## src/hdl/wrm_pkg.sv

```systemverilog
// Shared constants and types for the windowed rate meter.
`default_nettype none
package wrm_pkg;
   localparam int RING_DEPTH = 4096;
   localparam int CHANNELS   = 8;
   localparam int PTR_W      = $clog2(RING_DEPTH);
   localparam int CH_W       = 3;
   localparam int CHI_W      = (CHANNELS > 1) ? $clog2(CHANNELS) : 1;
   localparam int MEM_DEPTH  = CHANNELS * RING_DEPTH;
   localparam int ADDR_W     = $clog2(MEM_DEPTH);
   localparam logic [63:0] RATE_SCALE = 64'd65536000;

   typedef enum logic [0:0] {
      OP_PUSH  = 1'b0,
      OP_QUERY = 1'b1
   } opcode_type;

   typedef enum logic [3:0] {
      ST_CLEAR,
      ST_IDLE,
      ST_READ,
      ST_WAIT,
      ST_CHECK,
      ST_MUL_LO,
      ST_MUL_HI,
      ST_MUL_SUM,
      ST_DIV_START,
      ST_DIV_WAIT,
      ST_OUT
   } state_type;

   // Request and status between the sequencer and the divider.
   typedef struct packed {
      logic        start;
      logic [63:0] num_hi;
      logic [63:0] num_lo;
      logic [63:0] den;
   } div_req_type;

   typedef struct packed {
      logic        done;
      logic [63:0] quo;
   } div_rsp_type;
endpackage
`default_nettype wire

```

## src/hdl/wrm_divider.sv

```systemverilog
// Restoring divider: 128-bit numerator by 64-bit denominator, one bit per cycle.
`default_nettype none
module wrm_divider (
   input  wire logic                 clock,
   input  wire logic                 reset,
   input  wire wrm_pkg::div_req_type req,
   output wrm_pkg::div_rsp_type      rsp
);
   logic        busy_ff, busy_in;
   logic [6:0]  bit_ff, bit_in;
   logic [63:0] rem_ff, rem_in;
   logic [63:0] lo_ff, lo_in;
   logic [63:0] den_ff, den_in;
   logic [63:0] quo_ff, quo_in;
   logic        done_ff, done_in;
   logic [64:0] shifted;

   // Shift one numerator bit in, subtract when it fits.
   always_comb begin
      busy_in = busy_ff;
      bit_in  = bit_ff;
      rem_in  = rem_ff;
      lo_in   = lo_ff;
      den_in  = den_ff;
      quo_in  = quo_ff;
      done_in = 1'b0;
      shifted = {rem_ff, lo_ff[63]};
      if (req.start) begin
         busy_in = 1'b1;
         bit_in  = 7'd0;
         rem_in  = req.num_hi;
         lo_in   = req.num_lo;
         den_in  = req.den;
         quo_in  = '0;
      end else if (busy_ff) begin
         lo_in = {lo_ff[62:0], 1'b0};
         if (shifted >= {1'b0, den_ff}) begin
            rem_in = 64'(shifted - {1'b0, den_ff});
            quo_in = {quo_ff[62:0], 1'b1};
         end else begin
            rem_in = shifted[63:0];
            quo_in = {quo_ff[62:0], 1'b0};
         end
         bit_in = bit_ff + 7'd1;
         if (bit_ff == 7'd63) begin
            busy_in = 1'b0;
            done_in = 1'b1;
         end
      end
   end

   always_ff @(posedge clock) begin
      if (reset) begin
         busy_ff <= 1'b0;
         done_ff <= 1'b0;
      end else begin
         busy_ff <= busy_in;
         done_ff <= done_in;
      end
      bit_ff <= bit_in;
      rem_ff <= rem_in;
      lo_ff  <= lo_in;
      den_ff <= den_in;
      quo_ff <= quo_in;
   end

   assign rsp.done = done_ff;
   assign rsp.quo  = quo_ff;
endmodule
`default_nettype wire

```

## config.mk

```make
export PLATFORM = sky130hd
export DESIGN_NAME = wrm_divider
export DESIGN_NICKNAME = d
export VERILOG_FILES = /design/src/hdl/wrm_pkg.sv /design/src/hdl/wrm_divider.sv
export SDC_FILE = /design/constraint.sdc
export NUM_CORES = 1
export LEC_CHECK = 0
export ABC_AREA = 1
export ABC_CLOCK_PERIOD_IN_PS = 9670
export BUFFER_PORTS_ARGS = -buffer_cell sky130_fd_sc_hd__buf_4
export CORE_UTILIZATION = 30
export DETAILED_ROUTE_END_ITERATION = 8
export PLACE_DENSITY_LB_ADDON = 0.3
export SLEW_MARGIN = 20
export SYNTH_ARGS = -nofsm -noshare
export SYNTH_HDL_FRONTEND = slang
export SYNTH_SLANG_ARGS = --single-unit
```

## constraint.sdc

```tcl
create_clock -name clock -period 9.67 [get_ports clock]
set_input_delay 1.934 -clock clock [delete_from_list [all_inputs] [get_ports clock]]
set_output_delay 1.934 -clock clock [all_outputs]
set_load 0.03 [all_outputs]
```

Word-level counts from Yosys, hierarchy flattened
Index checks and enable logic that the tools add are counted.

$add $sub $neg: 2. Magnitude comparators: 1. Eq/ne operators: 1. Muxes and demuxes: 10. Bitwise logic cells: 1. Reductions and logical operators: 2.

Operator list (number): 64-bit 2-to-1 mux (5); 65-bit by 64-bit greater-or-equal comparator with 1-bit output (1); 64-bit subtractor (1); 7-bit by 1-bit adder with 7-bit output (second input constant) (1); 7-bit by 6-bit == test with 1-bit output (second input constant) (1); 1-bit 2-to-1 mux (5); 3-bit OR reduction (1); 2-bit nonzero test (1); 1-bit NOT (1).

Bits in registers: 265. Output and inout bits: 65. Word-level logic and storage cells: 24.

Logic depth before layout (Yosys ltp)
Gate-level depths: netlist of run 1.

Depth after elaboration: 4. Mapped depth: 20. Mapped depth without buffers: 19.

Worst setup path after synthesis of run 1
No wires, ideal clock.

Path kind: input to register. Start point: input req[192] (netlist bit). End point: register lo_ff[0] (enable). Setup time: 0.542 ns. Arrival time: 6.067 ns. Path slack: 3.060 ns. Cell stages on the path: 4. Cell sequence: clkbuf_1 -> or2_2 -> clkbuf_1 -> clkbuf_1.

Longest elaborated chain between the ends: 1.

Ends and longest elaborated chain: from (decl) (RTL line wrm_divider.sv:6) `input wire wrm_pkg::div_req_type req,`; 2-bit nonzero test (no line); to (signal assigned) (RTL line wrm_divider.sv:62) `lo_ff <= lo_in;`; to (decl) (RTL line wrm_divider.sv:12) `logic [63:0] lo_ff, lo_in;`.

No other way between the ends. A chain may end at the register's enable or synchronous reset.

Worst setup path in the final report of run 1
Start point: register rem_ff[61]. End point: register rem_ff[38], data pin.

Longest elaborated chain between the ends: 4.

Ends and longest elaborated chain: from (decl) (RTL line wrm_divider.sv:11) `logic [63:0] rem_ff, rem_in;`; from (signal assigned) (RTL line wrm_divider.sv:61) `rem_ff <= rem_in;`; 65-bit by 64-bit greater-or-equal comparator with 1-bit output (RTL line wrm_divider.sv:37) `if (shifted >= {1'b0, den_ff}) begin`; 64-bit 2-to-1 mux (RTL line wrm_divider.sv:37); 64-bit 2-to-1 mux (RTL line wrm_divider.sv:35) `end else if (busy_ff) begin`; 64-bit 2-to-1 mux (RTL line wrm_divider.sv:28) `if (req.start) begin`; net rem_in[38] (RTL line wrm_divider.sv:11).

The timed path passes the listed nets, and every way through them passes these cells. The select of a mux whose other input is x is not followed.

==> metrics.txt, run 1 <==
run status=complete, no violations; initial antenna violation count=1; arithmetic-cell share of the synthesized area counting full adders, half adders and majority gates=0.04918; worst hold start=quo_ff[63]$_SDFFE_PP0P_; final-layout worst hold slack=0.4744 ns; RSZ-0062 raised after global routing=no; Max Transition Viols Final=0; worst reg-to-reg path cell count=12; Critical Path Sink Type=flop; number of standard cells in the layout, taps in and fillers out=3389; Post-Synth XOR/XNOR Area=0.01603; worst setup path category=reg -> reg; FMAX=245.4 MHz; Core Util, Final=0.3728; cell type contributing the most total cell area after synthesis=sky130_fd_sc_hd__edfxtp_1; Top Family by Delay on Critical Path=simple AND/OR/NAND/NOR gates; number of vias per cell=4.549; combined buffer and inverter count along the critical path=2; number of placement rows=86; maximum single-stage delay on the critical path=0.74 ns; final cell area excluding filler cells=20660 µm²; global-route wire length before repair=85660 µm; Max rail drop VDD=127.3 µV; Root Driver=sky130_fd_sc_hd__clkbuf_16; Die Wd=239.6 µm; gr usage total=0.1930; Mapped Nets=2641; ordered list of cells on the worst path=ha_1, inv_2, nor3_1, nand2_1, nor2_1, and3_1, nand2_4, nand2_2, buf_4, nand2_1, nand3_1, nand2_1; placed insts=3328; WP data required=9.97 ns; R2R Path Start=rem_ff[61]$_DFFE_PP_; power per cell area=204.7 nW/µm²; count of instances resized after the clock tree is built=0; starting utilization of the core area=0.3057; fraction of layout cells with a size suffix above 1=0.1393; total number of yosys warnings=0; relative slew slack=0.2739; Port Buffers=259; H-tree levels=2; Final Total Pwr=4.229 mW; remaining number of nets flagged by the antenna check after routing=0; die area=57430 µm²; worst-margin pin slew=1.089 ns; register-to-register setup slack=5.60 ns; number of global-route vias before repair=15500; Most Frequent Cell on Critical Path=sky130_fd_sc_hd__nand2_1; fill cell total of the finished layout=5987; clock period minus worst slack=4.075 ns; Simple-Gate Fraction of Synth Area=0.3282; netlist area before placement=16940 µm²; area growth from synthesis to final layout=21.94%; number of hold-slack violations in the final timing report=0; total of max-cap violations=0; placeable core area=55420 µm²; GP Congestion=0.9792; compound-gate portion of the synthesized area=0.05162; path class of the lowest-slack min-delay path=reg -> reg; Fin Clk Skew=0.02920 ns; vertical die dimension=239.6 µm; instance area after placement=19530 µm²; Distinct cells, synth=39; end of the worst register-to-register path=rem_ff[38]$_DFFE_PP_; Yosys reg bits=265; logic depth of the worst path, buffers included=12; clock latency on the worst-skew pair=0.56 ns; I/O pin count=260; fraction of post-synthesis cell area in the top cell type by area=0.3403; highest net fanout along the worst path=65; Setup violations, final=0; Post-layout nets=2877; Setup TNS Final=0 ns; TritonRoute pass-1 iters=5; category of the worst setup path launch point=flop; most frequent cells in the layout=sky130_fd_sc_hd__nand2_1 (961), sky130_fd_sc_hd__inv_1 (466), sky130_fd_sc_hd__buf_4 (266), sky130_fd_sc_hd__edfxtp_1 (192), sky130_fd_sc_hd__nand3_1 (118); sequential element share of the synthesized area=0.4266; worst hold path endpoint=quo_ff[63]$_SDFFE_PP0P_; largest family of logic cells by synthesized area=simple AND/OR/NAND/NOR gates; number of hold-repair buffers added at the cts stage=0; cell at the slowest stage of the critical path=sky130_fd_sc_hd__nand2_2; TritonCTS clock tree=done; syn avg cell area=7.119 µm²; slack of the critical path=5.595 ns; routed vias=15420; Avg WL per Cell=16.30 µm; static leakage power=10.50 nW; signal arrival time at the worst endpoint=4.38 ns; DRC marker count from the first detailed-route iteration=938; top area cells in the synthesized netlist=sky130_fd_sc_hd__edfxtp_1 (34%), sky130_fd_sc_hd__nand2_1 (21%), sky130_fd_sc_hd__inv_1 (10%); hold-critical path depth=2; wire length after detailed routing=55250 µm; minimum setup slack after placement=5.177 ns; Clock Sinks=265; half-perimeter wire length after detailed placement=43110 µm; CTS clk-pin slew, worst paths=0.06 ns; most common cell after layout, fill and taps aside=sky130_fd_sc_hd__nand2_1; largest net degree at the start of global routing=98; remaining design rule violation count=0; total congestion overflow=0; CTS max path bufs=3; number of clock buffers inserted by TritonCTS=34; Period Utilization, post-route=0.4214; Post-CTS Repair Setup Buffers=0; Post-Syn Instances=2380; share of synthesized area spent on multiplexers=0; number of antenna cells inserted=0
worst max-delay path by stage:
stage                              start                endpoint
floorplan                       req[192]  lo_ff[0]$_SDFFCE_PN0P_
global placement                req[192]     lo_ff[45]$_DFFE_PP_
detailed placement              req[192]  quo_ff[3]$_SDFFE_PP0P_
CTS                 rem_ff[61]$_DFFE_PP_    rem_ff[38]$_DFFE_PP_
global route        rem_ff[39]$_DFFE_PP_    rem_ff[38]$_DFFE_PP_
finish              rem_ff[61]$_DFFE_PP_    rem_ff[38]$_DFFE_PP_
routing by layer:
layer  track usage  up-vias  routed length [µm]
li1              -     7868                   -
met1        0.2386     7077               24050
met2        0.3262      395               25780
met3       0.05313       74                4152
met4       0.05400        2                1247
met5             0        -                  11
cell families (layout without fill, tap and decap cells):
kind of cell               after synthesis  after routing
AOI/OAI and AO/OA                      152            152
xor gates and xnor gates                31             31
adders and majority gates               66             66
buffers and inverters                  548            809
DFF                                    265            265
and+or+nand+nor                       1318           1318
cells in the mapped netlist (all sizes together):
library cell	n
nand2	969
inv	480
edfxtp	192
nand3	129
nor2	110
dfxtp	73
ha	65
nand3b	63
o22ai	63
a21oi	54
clkbuf	35
buf	32
xnor2	30
nor3	21
o21ai	20
nand4	16
o21bai	8
or2	4
a21o	3
and2	3
a31oi	2
and3	1
clkinv	1
fa	1
nor3b	1
nor4	1
o211ai	1
o21a	1
xor2	1
final cells by class:
type | instances | area, µm² | share of cell area
Clock buffer | 49 | 968.4 | 0.04688
Clock inverter | 12 | 152.6 | 0.007389
Inverter | 481 | 1808 | 0.08751
Multi-Input combinational cell | 1567 | 7560 | 0.3659
Sequential cell | 265 | 7227 | 0.3498
Tap cell | 748 | 935.9 | 0.04530
Timing Repair Buffer | 267 | 2008 | 0.09720
report_power, final:
| group | internal, mW | switching, mW |
|---|---|---|
| Sequential | 1.37 | 0.0511 |
| Combinational | 0.521 | 1.01 |
| Clock | 0.758 | 0.524 |
registers in the layout, summed over array words and instances, names as in the netlist:
register,count
rem_ff,64
den_ff,64
lo_ff,64
busy_ff,1
bit_ff,7
quo_ff,64
done_ff,1
tightest hold or removal path, delay by kind of cell, from the launching register on:
family | cells | cell delay [ns]
flops | 1 | 0.31
buf+inv | 1 | 0.05
compound gates | 1 | 0.06
Note: power is estimated with default switching activity, not from simulation.
==> inputs of run 2 (changes only) <==
--- a/config.mk
+++ b/config.mk
@@ -6,7 +6,7 @@
 export NUM_CORES = 1
 export LEC_CHECK = 0
 export ABC_AREA = 1
-export ABC_CLOCK_PERIOD_IN_PS = 9670
+export ABC_CLOCK_PERIOD_IN_PS = 3700
 export BUFFER_PORTS_ARGS = -buffer_cell sky130_fd_sc_hd__buf_4
 export CORE_UTILIZATION = 30
 export DETAILED_ROUTE_END_ITERATION = 8
==> constraint.sdc (replaced) <==
create_clock -name clock -period 3.7 [get_ports clock]
set_input_delay 0.74 -clock clock [delete_from_list [all_inputs] [get_ports clock]]
set_output_delay 0.74 -clock clock [all_outputs]
set_load 0.03 [all_outputs]
==> metrics.txt, run 2 (same netlist as run 1, synthesis figures left out) <==
hold-critical path depth=1; RSZ-0062 raised after global routing=no; GP Congestion=0.9864; Final Total Pwr=11.16 mW; run status=complete, no violations; Fin Clk Skew=0.02611 ns; end of the worst register-to-register path=rem_ff[49]$_DFFE_PP_; FMAX=304.9 MHz; startpoint of the most critical setup path=rem_ff[61]$_DFFE_PP_; die area=57430 µm²; total congestion overflow=0; global-route wire length before repair=89530 µm; Clock Sinks=265; number of clock buffers inserted by TritonCTS=31; number of hold-repair buffers added at the cts stage=0; number of antenna cells inserted=0; starting utilization of the core area=0.3057; Avg WL per Cell=17.38 µm; WP data required=4.06 ns; signal arrival time at the worst endpoint=3.64 ns; count of instances resized after the clock tree is built=0; category of the worst setup path launch point=flop; number of vias per cell=4.565; Port Buffers=259; Max rail drop VDD=396.3 µV; number of hold-slack violations in the final timing report=0; CTS max path bufs=3; number of global-route vias before repair=15440; relative slew slack=0.3833; Setup violations, final=0; path class of the lowest-slack min-delay path=in -> reg; final cell area excluding filler cells=20750 µm²; Setup TNS Final=0 ns; initial antenna violation count=0; H-tree levels=1; remaining number of nets flagged by the antenna check after routing=0; total of max-cap violations=0; combinational share of power=0.367; Post-layout nets=2879; number of standard cells in the layout, taps in and fillers out=3391; half-perimeter wire length after detailed placement=46060 µm; Most Frequent Cell on Critical Path=sky130_fd_sc_hd__nand2_1; DRC marker count from the first detailed-route iteration=905; Sw Share=0.3782; Period Utilization, post-route=0.8865; routed vias=15480; Post-CTS Repair Setup Buffers=0; placeable core area=55420 µm²; cell at the slowest stage of the critical path=sky130_fd_sc_hd__nor3_1; power per cell area=538.0 nW/µm²; maximum single-stage delay on the critical path=0.74 ns; worst-margin pin slew=0.9179 ns; static leakage power=10.53 nW; most common cell after layout, fill and taps aside=sky130_fd_sc_hd__nand2_1; worst hold start=req[56]; CTS clk-pin slew, worst paths=0.07 ns; cell-internal power=6.942 mW; placed insts=3333; end of the critical path=rem_ff[49]$_DFFE_PP_; Critical Path Sink Type=flop; I/O pin count=260; most frequent cells in the layout=sky130_fd_sc_hd__nand2_1 (961), sky130_fd_sc_hd__inv_1 (466), sky130_fd_sc_hd__buf_4 (264), sky130_fd_sc_hd__edfxtp_1 (192), sky130_fd_sc_hd__nand3_1 (118); clock period minus worst slack=3.280 ns; gr usage total=0.2039; Root Driver=sky130_fd_sc_hd__clkbuf_16; R2R Path Start=rem_ff[61]$_DFFE_PP_; highest net fanout along the worst path=23; worst setup path category=reg -> reg; TritonRoute pass-1 iters=5; number of placement rows=86; ordered list of cells on the worst path=ha_1, inv_2, nor3_1, nand2_1, nor2_1, and3_1, nand2_2, nand2_2, buf_4, nand3_1, nand2_1, nand2_1; portion of total power attributed to the clock network=0.301; TritonCTS clock tree=done; register-to-register setup slack=0.42 ns; area growth from synthesis to final layout=22.47%; instance area after placement=19650 µm²; clock latency on the worst-skew pair=0.62 ns; vertical die dimension=239.6 µm; sw power=4.222 mW; Die Wd=239.6 µm; worst reg-to-reg path cell count=12; remaining design rule violation count=0; fraction of layout cells with a size suffix above 1=0.1426; Flop pwr share=0.332; wire length after detailed routing=58950 µm; Max Transition Viols Final=0; largest net degree at the start of global routing=126; Core Util, Final=0.3744
run 2: cell types whose count changed in the layout (fill, tap and decap cells not counted), sizes merged:
cell / before / now
clkbuf: 49 / 37
buf: 267 / 272
bufinv: 2 / 5
inv: 483 / 486
clkinvlp: 0 / 2
clkinv: 8 / 9
run 2: power groups by stage:
stage,clock [mW],combinational (mW),sequential [mW]
2_1_floorplan,0,2.79,3.73
3_3_place_gp,0,4.08,3.75
3_5_place_dp,0,4.08,3.76
4_1_cts,3.45,4.10,3.71
5_1_grt,3.54,4.57,3.74
6_report,3.36,4.10,3.71
run 2: through the flow:
step	setup slack, ns	hold WS (ns)
global placement	0.4768	0.4586
detailed placement	0.4688	0.4707
floorplan	0.2980	0.4432
global route	0.2985	0.2694
CTS	0.4685	0.2507
finish	0.4198	0.2899
run 2: layer usage:
| metal | wire (µm) | vias to the layer above | global-route usage | share of wire |
|---|---|---|---|---|
| li1 | - | 7865 | - | - |
| met1 | 26260 | 7144 | 0.2608 | 0.45 |
| met2 | 27080 | 398 | 0.3397 | 0.46 |
| met3 | 3729 | 73 | 0.04541 | 0.063 |
| met4 | 1879 | 0 | 0.06313 | 0.032 |
| met5 | 0 | - | 0 | 0 |
run 2: final cells by class:
cell class | count | area [µm²]
clock buffers | 37 | 839.6
well taps | 748 | 935.9
inverters | 481 | 1808
fillers | 5924 | 34670
clock inverters | 21 | 256.5
multi-input cells | 1567 | 7550
flip-flops and latches | 265 | 7227
repair buffers | 272 | 2133
run 2: worst min-delay path by stage:
stage / to / slack, ns
2_1_floorplan: bit_ff[4]$_SDFFE_PP0P_ / 0.44
3_3_place_gp: bit_ff[4]$_SDFFE_PP0P_ / 0.46
3_5_place_dp: quo_ff[63]$_SDFFE_PP0P_ / 0.47
4_1_cts: den_ff[56]$_DFFE_PP_ / 0.25
5_1_grt: den_ff[56]$_DFFE_PP_ / 0.27
6_report: den_ff[56]$_DFFE_PP_ / 0.29
run 2: critical path, delay by kind of cell (launching register included):
kind                       cells  cell delay [ns]
buffers and inverters          2             0.40
adders and majority gates      1             0.39
DFF                            1             0.40
and+or+nand+nor                9             1.84
